==> src/sv/fcrd_pkg.sv <==
// Shared types and codes for the FastCGI record deframer.
// No dependencies; imported by every module of the block.
`default_nettype none
package fcrd_pkg;

  localparam int unsigned QueueDepthDefault = 2;

  localparam logic [7:0] CFG_PAIR_TYPE = 8'd0;
  localparam logic [7:0] CFG_PAIR_EN   = 8'd1;

  localparam logic [7:0] PAIR_TYPE_RESET = 8'd4;
  localparam logic       PAIR_EN_RESET   = 1'b1;

  localparam logic [1:0] FR_HEADER  = 2'd0;
  localparam logic [1:0] FR_CONTENT = 2'd1;
  localparam logic [1:0] FR_PADDING = 2'd2;

  localparam logic [2:0] CLS_HEADER  = 3'd0;
  localparam logic [2:0] CLS_CONTENT = 3'd1;
  localparam logic [2:0] CLS_PADDING = 3'd2;
  localparam logic [2:0] CLS_NLEN    = 3'd3;
  localparam logic [2:0] CLS_VLEN    = 3'd4;
  localparam logic [2:0] CLS_NAME    = 3'd5;
  localparam logic [2:0] CLS_VALUE   = 3'd6;

  typedef struct packed {
    logic [7:0]  data;
    logic [1:0]  frame;
    logic        hd;
    logic        rend;
    logic        last;
    logic        decode;
    logic [55:0] hdr;
  } entry_t;

  typedef struct packed {
    logic full;
    logic empty;
  } q_stat_t;

  typedef struct packed {
    logic       wr;
    logic [7:0] index;
    logic [7:0] data;
  } cfg_wr_t;

endpackage
`default_nettype wire

==> src/sv/fcrd_front.sv <==
// Front end: accepts bytes, tracks header/content/padding framing, holds config.
// Depends on fcrd_pkg; feeds fcrd_queue.
`default_nettype none
module fcrd_front (
  input  wire logic            clk_i,
  input  wire logic            rst_ni,
  input  wire fcrd_pkg::cfg_wr_t cfg_i,
  input  wire logic            in_valid_i,
  input  wire logic [7:0]      data_byte_i,
  input  wire fcrd_pkg::q_stat_t q_stat_i,
  output logic                 in_stall_o,
  output logic                 push_o,
  output fcrd_pkg::entry_t     entry_o
);
  import fcrd_pkg::*;

  logic [1:0]  phase_q, phase_d;
  logic [2:0]  idx_q, idx_d;
  logic [55:0] hdr_q, hdr_d;
  logic [15:0] cl_q, cl_d;
  logic [7:0]  pl_q, pl_d;
  logic [7:0]  pair_type_q;
  logic        pair_en_q;
  logic        hd, rend, last;

  assign in_stall_o = q_stat_i.full;
  assign push_o     = in_valid_i && !q_stat_i.full;

  always_comb begin
    phase_d = phase_q;
    idx_d   = idx_q;
    hdr_d   = hdr_q;
    cl_d    = cl_q;
    pl_d    = pl_q;
    hd      = 1'b0;
    rend    = 1'b0;
    last    = 1'b0;
    case (phase_q)
      FR_CONTENT: begin
        cl_d = (cl_q != 16'd0) ? cl_q - 16'd1 : cl_q;
        if (cl_d == 16'd0) begin
          last = 1'b1;
          if (pl_q != 8'd0) begin
            phase_d = FR_PADDING;
          end else begin
            rend    = 1'b1;
            phase_d = FR_HEADER;
          end
        end
      end
      FR_PADDING: begin
        pl_d = (pl_q != 8'd0) ? pl_q - 8'd1 : pl_q;
        if (pl_d == 8'd0) begin
          rend    = 1'b1;
          phase_d = FR_HEADER;
        end
      end
      default: begin
        if (idx_q != 3'd7) begin
          hdr_d[8*idx_q +: 8] = data_byte_i;
          idx_d   = idx_q + 3'd1;
          phase_d = FR_HEADER;
        end else begin
          hd    = 1'b1;
          idx_d = 3'd0;
          cl_d  = {hdr_q[39:32], hdr_q[47:40]};
          pl_d  = hdr_q[55:48];
          if (cl_d != 16'd0) begin
            phase_d = FR_CONTENT;
          end else if (pl_d != 8'd0) begin
            phase_d = FR_PADDING;
          end else begin
            rend    = 1'b1;
            phase_d = FR_HEADER;
          end
        end
      end
    endcase
  end

  always_comb begin
    entry_o.data   = data_byte_i;
    entry_o.frame  = (phase_q == FR_CONTENT || phase_q == FR_PADDING) ? phase_q : FR_HEADER;
    entry_o.hd     = hd;
    entry_o.rend   = rend;
    entry_o.last   = last;
    entry_o.decode = pair_en_q && (hdr_q[15:8] == pair_type_q);
    entry_o.hdr    = hdr_d;
  end

  always_ff @(posedge clk_i or negedge rst_ni) begin
    if (!rst_ni) begin
      phase_q <= FR_HEADER;
      idx_q   <= 3'd0;
      hdr_q   <= 56'd0;
      cl_q    <= 16'd0;
      pl_q    <= 8'd0;
    end else if (push_o) begin
      phase_q <= phase_d;
      idx_q   <= idx_d;
      hdr_q   <= hdr_d;
      cl_q    <= cl_d;
      pl_q    <= pl_d;
    end
  end

  always_ff @(posedge clk_i or negedge rst_ni) begin
    if (!rst_ni) begin
      pair_type_q <= PAIR_TYPE_RESET;
      pair_en_q   <= PAIR_EN_RESET;
    end else if (cfg_i.wr) begin
      case (cfg_i.index)
        CFG_PAIR_TYPE: pair_type_q <= cfg_i.data;
        CFG_PAIR_EN:   pair_en_q   <= cfg_i.data[0];
        default: ;
      endcase
    end
  end

endmodule
`default_nettype wire

==> src/sv/fcrd_queue.sv <==
// Short in-order queue between the framing front end and the pair decoder.
// Depends on fcrd_pkg for the entry type.
`default_nettype none
module fcrd_queue #(
  parameter int unsigned Depth = fcrd_pkg::QueueDepthDefault
) (
  input  wire logic             clk_i,
  input  wire logic             rst_ni,
  input  wire logic             push_i,
  input  wire fcrd_pkg::entry_t entry_i,
  input  wire logic             pop_i,
  output fcrd_pkg::entry_t      head_o,
  output fcrd_pkg::q_stat_t     stat_o
);
  import fcrd_pkg::*;

  localparam int unsigned PtrW = $clog2(Depth);
  localparam int unsigned CntW = $clog2(Depth + 1);

  entry_t          mem_q [Depth];
  logic [PtrW-1:0] wr_ptr_q, rd_ptr_q;
  logic [CntW-1:0] cnt_q;
  logic            do_push, do_pop;

  assign stat_o.full  = (cnt_q == CntW'(Depth));
  assign stat_o.empty = (cnt_q == '0);
  assign do_push      = push_i && !stat_o.full;
  assign do_pop       = pop_i && !stat_o.empty;
  assign head_o       = mem_q[rd_ptr_q];

  always_ff @(posedge clk_i) begin
    if (do_push) begin
      mem_q[wr_ptr_q] <= entry_i;
    end
  end

  always_ff @(posedge clk_i or negedge rst_ni) begin
    if (!rst_ni) begin
      wr_ptr_q <= '0;
      rd_ptr_q <= '0;
      cnt_q    <= '0;
    end else begin
      if (do_push) begin
        wr_ptr_q <= (wr_ptr_q == PtrW'(Depth - 1)) ? '0 : wr_ptr_q + PtrW'(1);
      end
      if (do_pop) begin
        rd_ptr_q <= (rd_ptr_q == PtrW'(Depth - 1)) ? '0 : rd_ptr_q + PtrW'(1);
      end
      if (do_push && !do_pop) begin
        cnt_q <= cnt_q + CntW'(1);
      end else if (do_pop && !do_push) begin
        cnt_q <= cnt_q - CntW'(1);
      end
    end
  end

endmodule
`default_nettype wire

==> src/sv/fcrd_back.sv <==
// Back end: name-value pair decoding of content bytes and the output register.
// Depends on fcrd_pkg; drains fcrd_queue.
`default_nettype none
module fcrd_back (
  input  wire logic             clk_i,
  input  wire logic             rst_ni,
  input  wire fcrd_pkg::entry_t head_i,
  input  wire fcrd_pkg::q_stat_t q_stat_i,
  output logic                  pop_o,
  output logic                  out_valid_o,
  input  wire logic             out_stall_i,
  output logic [2:0]            byte_class_o,
  output logic [7:0]            byte_out_o,
  output logic                  header_done_o,
  output logic [7:0]            proto_version_o,
  output logic [7:0]            record_kind_o,
  output logic [15:0]           req_ident_o,
  output logic [15:0]           body_length_o,
  output logic [7:0]            pad_length_o,
  output logic [30:0]           pair_name_length_o,
  output logic [30:0]           pair_value_length_o,
  output logic                  record_end_o,
  output logic                  pair_overrun_o
);
  import fcrd_pkg::*;

  localparam logic [2:0] PP_NLEN      = 3'd0;
  localparam logic [2:0] PP_NLEN_MORE = 3'd1;
  localparam logic [2:0] PP_VLEN      = 3'd2;
  localparam logic [2:0] PP_VLEN_MORE = 3'd3;
  localparam logic [2:0] PP_NAME      = 3'd4;
  localparam logic [2:0] PP_VALUE     = 3'd5;

  logic [2:0]  pp_q, pp_d;
  logic [30:0] acc_q, acc_d, name_q, name_d, value_q, value_d;
  logic [1:0]  lbl_q, lbl_d, lbl_eff;
  logic [30:0] shifted, acc_new, cnt_dec;
  logic [30:0] nl, vl;
  logic [2:0]  cls;
  logic        ovr, is_vlen, out_valid_q;

  function automatic logic [2:0] after_lengths(input logic [30:0] n, input logic [30:0] v);
    if (n != 31'd0) return PP_NAME;
    if (v != 31'd0) return PP_VALUE;
    return PP_NLEN;
  endfunction

  assign pop_o       = !q_stat_i.empty && (!out_valid_q || !out_stall_i);
  assign out_valid_o = out_valid_q;

  always_comb begin
    pp_d    = pp_q;
    acc_d   = acc_q;
    name_d  = name_q;
    value_d = value_q;
    lbl_d   = lbl_q;
    lbl_eff = lbl_q;
    shifted = 31'd0;
    acc_new = acc_q;
    cnt_dec = 31'd0;
    nl      = 31'd0;
    vl      = 31'd0;
    is_vlen = 1'b0;
    case (head_i.frame)
      FR_CONTENT: cls = CLS_CONTENT;
      FR_PADDING: cls = CLS_PADDING;
      default:    cls = CLS_HEADER;
    endcase
    if (head_i.frame == FR_CONTENT && head_i.decode) begin
      case (pp_q)
        PP_NLEN_MORE, PP_VLEN_MORE: begin
          is_vlen = (pp_q == PP_VLEN_MORE);
          cls     = is_vlen ? CLS_VLEN : CLS_NLEN;
          lbl_eff = (lbl_q == 2'd0) ? 2'd1 : lbl_q;
          case (lbl_eff)
            2'd3:    shifted = {7'd0, head_i.data, 16'd0};
            2'd2:    shifted = {15'd0, head_i.data, 8'd0};
            default: shifted = {23'd0, head_i.data};
          endcase
          acc_new = acc_q | shifted;
          acc_d   = acc_new;
          lbl_d   = lbl_eff - 2'd1;
          if (lbl_d == 2'd0) begin
            if (is_vlen) begin
              value_d = acc_new;
              vl      = acc_new;
              pp_d    = after_lengths(name_q, acc_new);
            end else begin
              name_d = acc_new;
              nl     = acc_new;
              pp_d   = PP_VLEN;
            end
          end
        end
        PP_NAME: begin
          cls     = CLS_NAME;
          cnt_dec = (name_q != 31'd0) ? name_q - 31'd1 : name_q;
          name_d  = cnt_dec;
          if (cnt_dec == 31'd0) begin
            pp_d = (value_q != 31'd0) ? PP_VALUE : PP_NLEN;
          end
        end
        PP_VALUE: begin
          cls     = CLS_VALUE;
          cnt_dec = (value_q != 31'd0) ? value_q - 31'd1 : value_q;
          value_d = cnt_dec;
          if (cnt_dec == 31'd0) begin
            pp_d = PP_NLEN;
          end
        end
        default: begin
          is_vlen = (pp_q == PP_VLEN);
          cls     = is_vlen ? CLS_VLEN : CLS_NLEN;
          if (head_i.data[7]) begin
            acc_d = {head_i.data[6:0], 24'd0};
            lbl_d = 2'd3;
            pp_d  = is_vlen ? PP_VLEN_MORE : PP_NLEN_MORE;
          end else if (is_vlen) begin
            value_d = {23'd0, head_i.data};
            vl      = {23'd0, head_i.data};
            pp_d    = after_lengths(name_q, {23'd0, head_i.data});
          end else begin
            name_d = {23'd0, head_i.data};
            nl     = {23'd0, head_i.data};
            pp_d   = PP_VLEN;
          end
        end
      endcase
    end
    ovr = head_i.last && head_i.decode && (pp_d != PP_NLEN);
    if (head_i.hd) begin
      pp_d    = PP_NLEN;
      acc_d   = 31'd0;
      lbl_d   = 2'd0;
      name_d  = 31'd0;
      value_d = 31'd0;
    end
  end

  always_ff @(posedge clk_i or negedge rst_ni) begin
    if (!rst_ni) begin
      pp_q        <= PP_NLEN;
      acc_q       <= 31'd0;
      lbl_q       <= 2'd0;
      name_q      <= 31'd0;
      value_q     <= 31'd0;
      out_valid_q <= 1'b0;
    end else begin
      if (pop_o) begin
        pp_q    <= pp_d;
        acc_q   <= acc_d;
        lbl_q   <= lbl_d;
        name_q  <= name_d;
        value_q <= value_d;
      end
      if (pop_o) begin
        out_valid_q <= 1'b1;
      end else if (!out_stall_i) begin
        out_valid_q <= 1'b0;
      end
    end
  end

  always_ff @(posedge clk_i) begin
    if (pop_o) begin
      byte_class_o        <= cls;
      byte_out_o          <= head_i.data;
      header_done_o       <= head_i.hd;
      proto_version_o     <= head_i.hdr[7:0];
      record_kind_o       <= head_i.hdr[15:8];
      req_ident_o         <= {head_i.hdr[23:16], head_i.hdr[31:24]};
      body_length_o       <= {head_i.hdr[39:32], head_i.hdr[47:40]};
      pad_length_o        <= head_i.hdr[55:48];
      pair_name_length_o  <= nl;
      pair_value_length_o <= vl;
      record_end_o        <= head_i.rend;
      pair_overrun_o      <= ovr;
    end
  end

endmodule
`default_nettype wire

==> src/sv/fastcgi_record_deframer_unit.sv <==
// Top level of the FastCGI record deframer: front end, queue, pair decoder.
// Depends on fcrd_pkg, fcrd_front, fcrd_queue and fcrd_back.
//
//   channel | direction | handshake            | beat
//   --------+-----------+----------------------+--------------------------------
//   in      | in        | in_valid_i/in_stall_o | data_byte_i
//   out     | out       | out_valid_o/out_stall_i | class, byte, header, pair fields
//   cfg     | in        | cfg_valid_i/cfg_ready_o | cfg_index_i, cfg_data_i
//
// One beat in and one beat out per clock in steady state while the output is not
// stalled; an accepted byte is framed and written into the queue, then pair-decoded
// and loaded into the output register when it is popped.
// The framing counters and the pair decoder each update once per byte.
// Reset clears framing and pair state and loads the register defaults.
// An output stall holds the result; the queue absorbs QueueDepth bytes before
// in_stall_o rises.
`default_nettype none
module fastcgi_record_deframer_unit #(
  parameter int unsigned QueueDepth = fcrd_pkg::QueueDepthDefault
) (
  input  wire logic        clk_i,
  input  wire logic        rst_ni,
  input  wire logic        cfg_valid_i,
  output logic             cfg_ready_o,
  input  wire logic [7:0]  cfg_index_i,
  input  wire logic [7:0]  cfg_data_i,
  input  wire logic        in_valid_i,
  output logic             in_stall_o,
  input  wire logic [7:0]  data_byte_i,
  output logic             out_valid_o,
  input  wire logic        out_stall_i,
  output logic [2:0]       byte_class_o,
  output logic [7:0]       byte_out_o,
  output logic             header_done_o,
  output logic [7:0]       proto_version_o,
  output logic [7:0]       record_kind_o,
  output logic [15:0]      req_ident_o,
  output logic [15:0]      body_length_o,
  output logic [7:0]       pad_length_o,
  output logic [30:0]      pair_name_length_o,
  output logic [30:0]      pair_value_length_o,
  output logic             record_end_o,
  output logic             pair_overrun_o
);
  import fcrd_pkg::*;

  cfg_wr_t cfg;
  q_stat_t q_stat;
  entry_t  push_entry, head;
  logic    push, pop;

  assign cfg_ready_o = 1'b1;
  assign cfg.wr      = cfg_valid_i && cfg_ready_o;
  assign cfg.index   = cfg_index_i;
  assign cfg.data    = cfg_data_i;

  fcrd_front u_front (
    .clk_i       (clk_i),
    .rst_ni      (rst_ni),
    .cfg_i       (cfg),
    .in_valid_i  (in_valid_i),
    .data_byte_i (data_byte_i),
    .q_stat_i    (q_stat),
    .in_stall_o  (in_stall_o),
    .push_o      (push),
    .entry_o     (push_entry)
  );

  fcrd_queue #(
    .Depth (QueueDepth)
  ) u_queue (
    .clk_i   (clk_i),
    .rst_ni  (rst_ni),
    .push_i  (push),
    .entry_i (push_entry),
    .pop_i   (pop),
    .head_o  (head),
    .stat_o  (q_stat)
  );

  fcrd_back u_back (
    .clk_i               (clk_i),
    .rst_ni              (rst_ni),
    .head_i              (head),
    .q_stat_i            (q_stat),
    .pop_o               (pop),
    .out_valid_o         (out_valid_o),
    .out_stall_i         (out_stall_i),
    .byte_class_o        (byte_class_o),
    .byte_out_o          (byte_out_o),
    .header_done_o       (header_done_o),
    .proto_version_o     (proto_version_o),
    .record_kind_o       (record_kind_o),
    .req_ident_o         (req_ident_o),
    .body_length_o       (body_length_o),
    .pad_length_o        (pad_length_o),
    .pair_name_length_o  (pair_name_length_o),
    .pair_value_length_o (pair_value_length_o),
    .record_end_o        (record_end_o),
    .pair_overrun_o      (pair_overrun_o)
  );

endmodule
`default_nettype wire

==> config.mk <==
export PLATFORM = sky130hd
export DESIGN_NAME = fastcgi_record_deframer_unit
export DESIGN_NICKNAME = d
export VERILOG_FILES = /design/src/sv/fcrd_pkg.sv /design/src/sv/fcrd_front.sv /design/src/sv/fcrd_queue.sv /design/src/sv/fcrd_back.sv /design/src/sv/fastcgi_record_deframer_unit.sv
export SDC_FILE = /design/constraint.sdc
export NUM_CORES = 1
export LEC_CHECK = 0
export BUFFER_PORTS_ARGS = -buffer_cell sky130_fd_sc_hd__buf_2
export CORE_AREA = 2 2 223 225
export CTS_CLUSTER_DIAMETER = 40
export DETAILED_ROUTE_END_ITERATION = 12
export DIE_AREA = 0 0 225 227
export PLACE_DENSITY = 0.65
export SLEW_MARGIN = 20
export SYNTH_ARGS = -nofsm -noshare
export SYNTH_HDL_FRONTEND = slang
export SYNTH_SLANG_ARGS = --single-unit
export TNS_END_PERCENT = 1
==> constraint.sdc <==
create_clock -name clk_i -period 5.5 [get_ports clk_i]
set_input_delay 1.375 -clock clk_i [delete_from_list [all_inputs] [get_ports clk_i]]
set_output_delay 1.375 -clock clk_i [all_outputs]
set_load 0.005 [all_outputs]
==> impl_metrics.tcl <==
set metrics [dict create \
    status "finished, final reports clean" \
    final_nets 2152 \
    via_count 16486 \
    syn2layout_area_growth_pct 18.5 \
    synth_seq_cells 469 \
    slowest_delay_ns 0.87 \
    first_pass_iters 5 \
    grt_overflow 0 \
    ir_drop_v 0.000301 \
    grt_max_degree 93 \
    fin_tns_setup_ns 0 \
    htreeDepth 3 \
    powerDensity_nw_per_um2 634 \
    hold_violations 0 \
    syn_nets 1985 \
    initial_core_util_pct 44.7 \
    finalSetupViolCount 0 \
    worstHoldPathType "reg2reg" \
    ys_types 78 \
    worstPathRequired_ns 5.96 \
    synthTopCellsByCount "272 x edfxtp_1, 238 x nand2_1, 195 x dfrtp_1" \
    worst_pin_slew_ns 1.07 \
    cpLargestDelayFamily "compound AO/OA/AOI/OAI gates" \
    dp.final_hpwl_mm 40.3 \
    period_needed_ns 3.95 \
    post_drt_wl_per_cell_um 21.6 \
    crit_buf_inv 2 \
    worstSetupPathType "reg2reg" \
    synth_top_cell_area_share_pct 37.6 \
    ys.flop_type "edfxtp_1" \
    synthCells 1938 \
    max_freq_mhz 253 \
    rsz0062_at_grt "no" \
    slew_headroom_pct 28.1 \
    whs_path_depth 2 \
    crit_fanout 46 \
    synth_edf_count 272 \
    cts_made_buffers 75 \
    dpl.cell_count 2650 \
    path_cells "mux2i_2 -> buf_4 -> inv_1 -> o21ai_0 -> a21o_1 -> nor2_1 -> a22o_1" \
    maxSlewViolCount 0 \
    synthArstFlopShare_pct 42.0 \
    cts.sinks 469 \
    postCtsSetupRepairBufs 0 \
    drt_wl_total_mm 60.2 \
    power_leakage_uw 0.0103 \
    drv_cap 0 \
    skew_ns 0.0409 \
    reg2regPathDepth 7 \
    grt_pass1_wl_mm 94.0 \
    ys_warn_count 0 \
    io_pins 164 \
    root_buffer "clkbuf_16" \
    vias_per_cell 5.91 \
    synth_top_cell_by_area "edfxtp_1" \
    slowest_stage "dfrtp_4" \
    syn-cell-area_um2 21700 \
    synth.most_common_cell "edfxtp_1" \
    clock_path_buffers 3 \
    arrival_ns 4.40 \
    crit_path_start_kind "register" \
    cts_resized 0 \
    fp.dieH_um 227 \
    cts_tree "yes" \
    design.core.area_um2 48500 \
    synth.avg_cell_area_um2 11.2 \
    first_global_vias 16031 \
    clkTransAtPathRegs_ns 0.06 \
    track_usage_pct 23.8 \
    drt-initial-drc-count 1823 \
    crit_cells 7 \
    final_cells 2788 \
    port_buffers 162 \
    place.gp.congestion 0.959 \
    synth.area.top_cells "edfxtp_1 38%, dfrtp_1 22%, mux2_2 6.5%, o21ai_0 4.2%, nand2_1 4.1%" \
    drive_gt1_share_pct 21.4 \
    cp-end-kind "register" \
    antenna_found_initial 1 \
    drc 0 \
    postRouteAntennaNets 0 \
    die_w_um 225 \
    finalCritPeriodShare_pct 71.8 \
    insertion_delay_ns 0.61 \
    n_antenna_cell 0 \
    seq_area_frac_synth_pct 60.4 \
    nFillCells 4169 \
    cts_hold_buffers 0 \
    rows 81 \
    die-area_um2 51100 \
]
[power breakdown]
part,switching (uW),internal [uW],total (uW)
logic,3570,1980,5550
clock network,1780,2890,4670
registers,882,5180,6070
[path summary, 6_finish.rpt]
path	from	to	slack (ns)
max	u_queue.rd_ptr_q	u_back.name_q[16]	1.55
min	u_front.hdr_q[6]	u_front.hdr_q[6]	0.48
max reg2reg	u_queue.rd_ptr_q	u_back.name_q[16]	1.55
min reg2reg	u_front.hdr_q[6]	u_front.hdr_q[6]	0.48
max in group asynchronous	rst_ni	u_front.pair_type_q[2]	3.71
min in group asynchronous	rst_ni	u_back.name_q[20]	0.78
[flip-flops by register name, summed over array words and instances, names as in the netlist, 3 cells and up]
| name | count |
|---|---|
| u_back.value_q | 31 |
| u_back.req_ident_o | 16 |
| u_back.pair_value_length_o | 31 |
| u_back.pp_q | 3 |
| u_front.hdr_q | 56 |
| u_front.pl_q | 8 |
| u_queue.mem_q | 140 |
| u_back.pair_name_length_o | 31 |
| u_front.pair_type_q | 8 |
| u_back.acc_q | 31 |
| u_back.name_q | 31 |
| u_back.record_kind_o | 8 |
| u_front.cl_q | 16 |
| u_back.byte_class_o | 3 |
| u_front.idx_q | 3 |
| u_back.proto_version_o | 8 |
| u_back.byte_out_o | 8 |
| u_back.pad_length_o | 8 |
| u_back.body_length_o | 16 |
[metal layers]
metal  wire length (um)  share of wire (%)  track usage (%)  vias up
li1                   -                  -                -     7548
met5                  0                  0                0        -
met4               2320                3.9             10.8        0
met2              27300                 45             36.6      732
met3               4670                7.8             4.71      158
met1              25900                 43             33.0     8048
[layout make-up]
class                   instances  area (um^2)  share of cell area, %
clock buffers                  85         1980                   7.70
multi-input cells            1326         8070                   31.4
inverters                      50          193                  0.750
flip-flops and latches        469        13100                   51.0
repair buffers                183         1020                   3.96
well taps                     622          778                   3.03
clock inverters                53          559                   2.18
[cells in the final DEF (no fill, tap or decap), types with 11 or more instances in the layout]
cell,n
xor2_1,13
nand2_1,238
xnor2_1,19
clkbuf_16,78
o21ai_0,179
nand2b_1,20
inv_6,11
nor4_1,47
a21oi_1,111
nand3_1,37
a22o_1,11
mux2i_1,19
o22ai_1,34
buf_4,17
buf_2,161
or4_1,13
ha_1,18
edfxtp_1,272
nor2_1,164
nor3_1,64
a31oi_1,21
mux2_2,125
nand4_1,18
clkinv_1,11
a22oi_1,13
or3_1,14
o31ai_1,15
dfrtp_1,194
inv_1,42
[worst reg2reg max path: cells and delay by family (launching register included)]
| kind | cells | cell delay [ns] |
|---|---|---|
| flip-flops | 1 | 0.87 |
| AND/OR/NAND/NOR | 1 | 0.39 |
| AO/OA/AOI/OAI | 3 | 1.61 |
| multiplexers | 1 | 0.28 |
| buffers and inverters | 2 | 0.65 |
[stage by stage]
stage | instance area [um^2] | worst slack (ns) | hold WS (ns) | util [%] | power, uW
after floorplan | 21700 | 0.232 | 0.440 | - | 9600
after global placement | 23200 | 1.62 | 0.452 | 47.7 | 11500
after detailed placement | 23200 | 1.48 | 0.462 | 47.7 | 11600
after CTS | 25700 | 1.66 | 0.476 | 52.9 | 16300
after global routing | 25700 | 1.31 | 0.501 | 52.9 | 17200
final | 25700 | 1.55 | 0.477 | 52.9 | 16300
[cells by family after synthesis]
family	after synthesis	share of synthesized area (%)
other	1	0.0173
adder cells (fa/ha/maj)	18	1.04
XOR/XNOR	32	1.29
buffers and inverters	143	2.58
AND/OR/NAND/NOR	673	14.8
flip-flops	469	60.4
AO/OA/AOI/OAI	457	12.5
multiplexers	145	7.41
No activity file was read; power rests on OpenSTA's default activity.
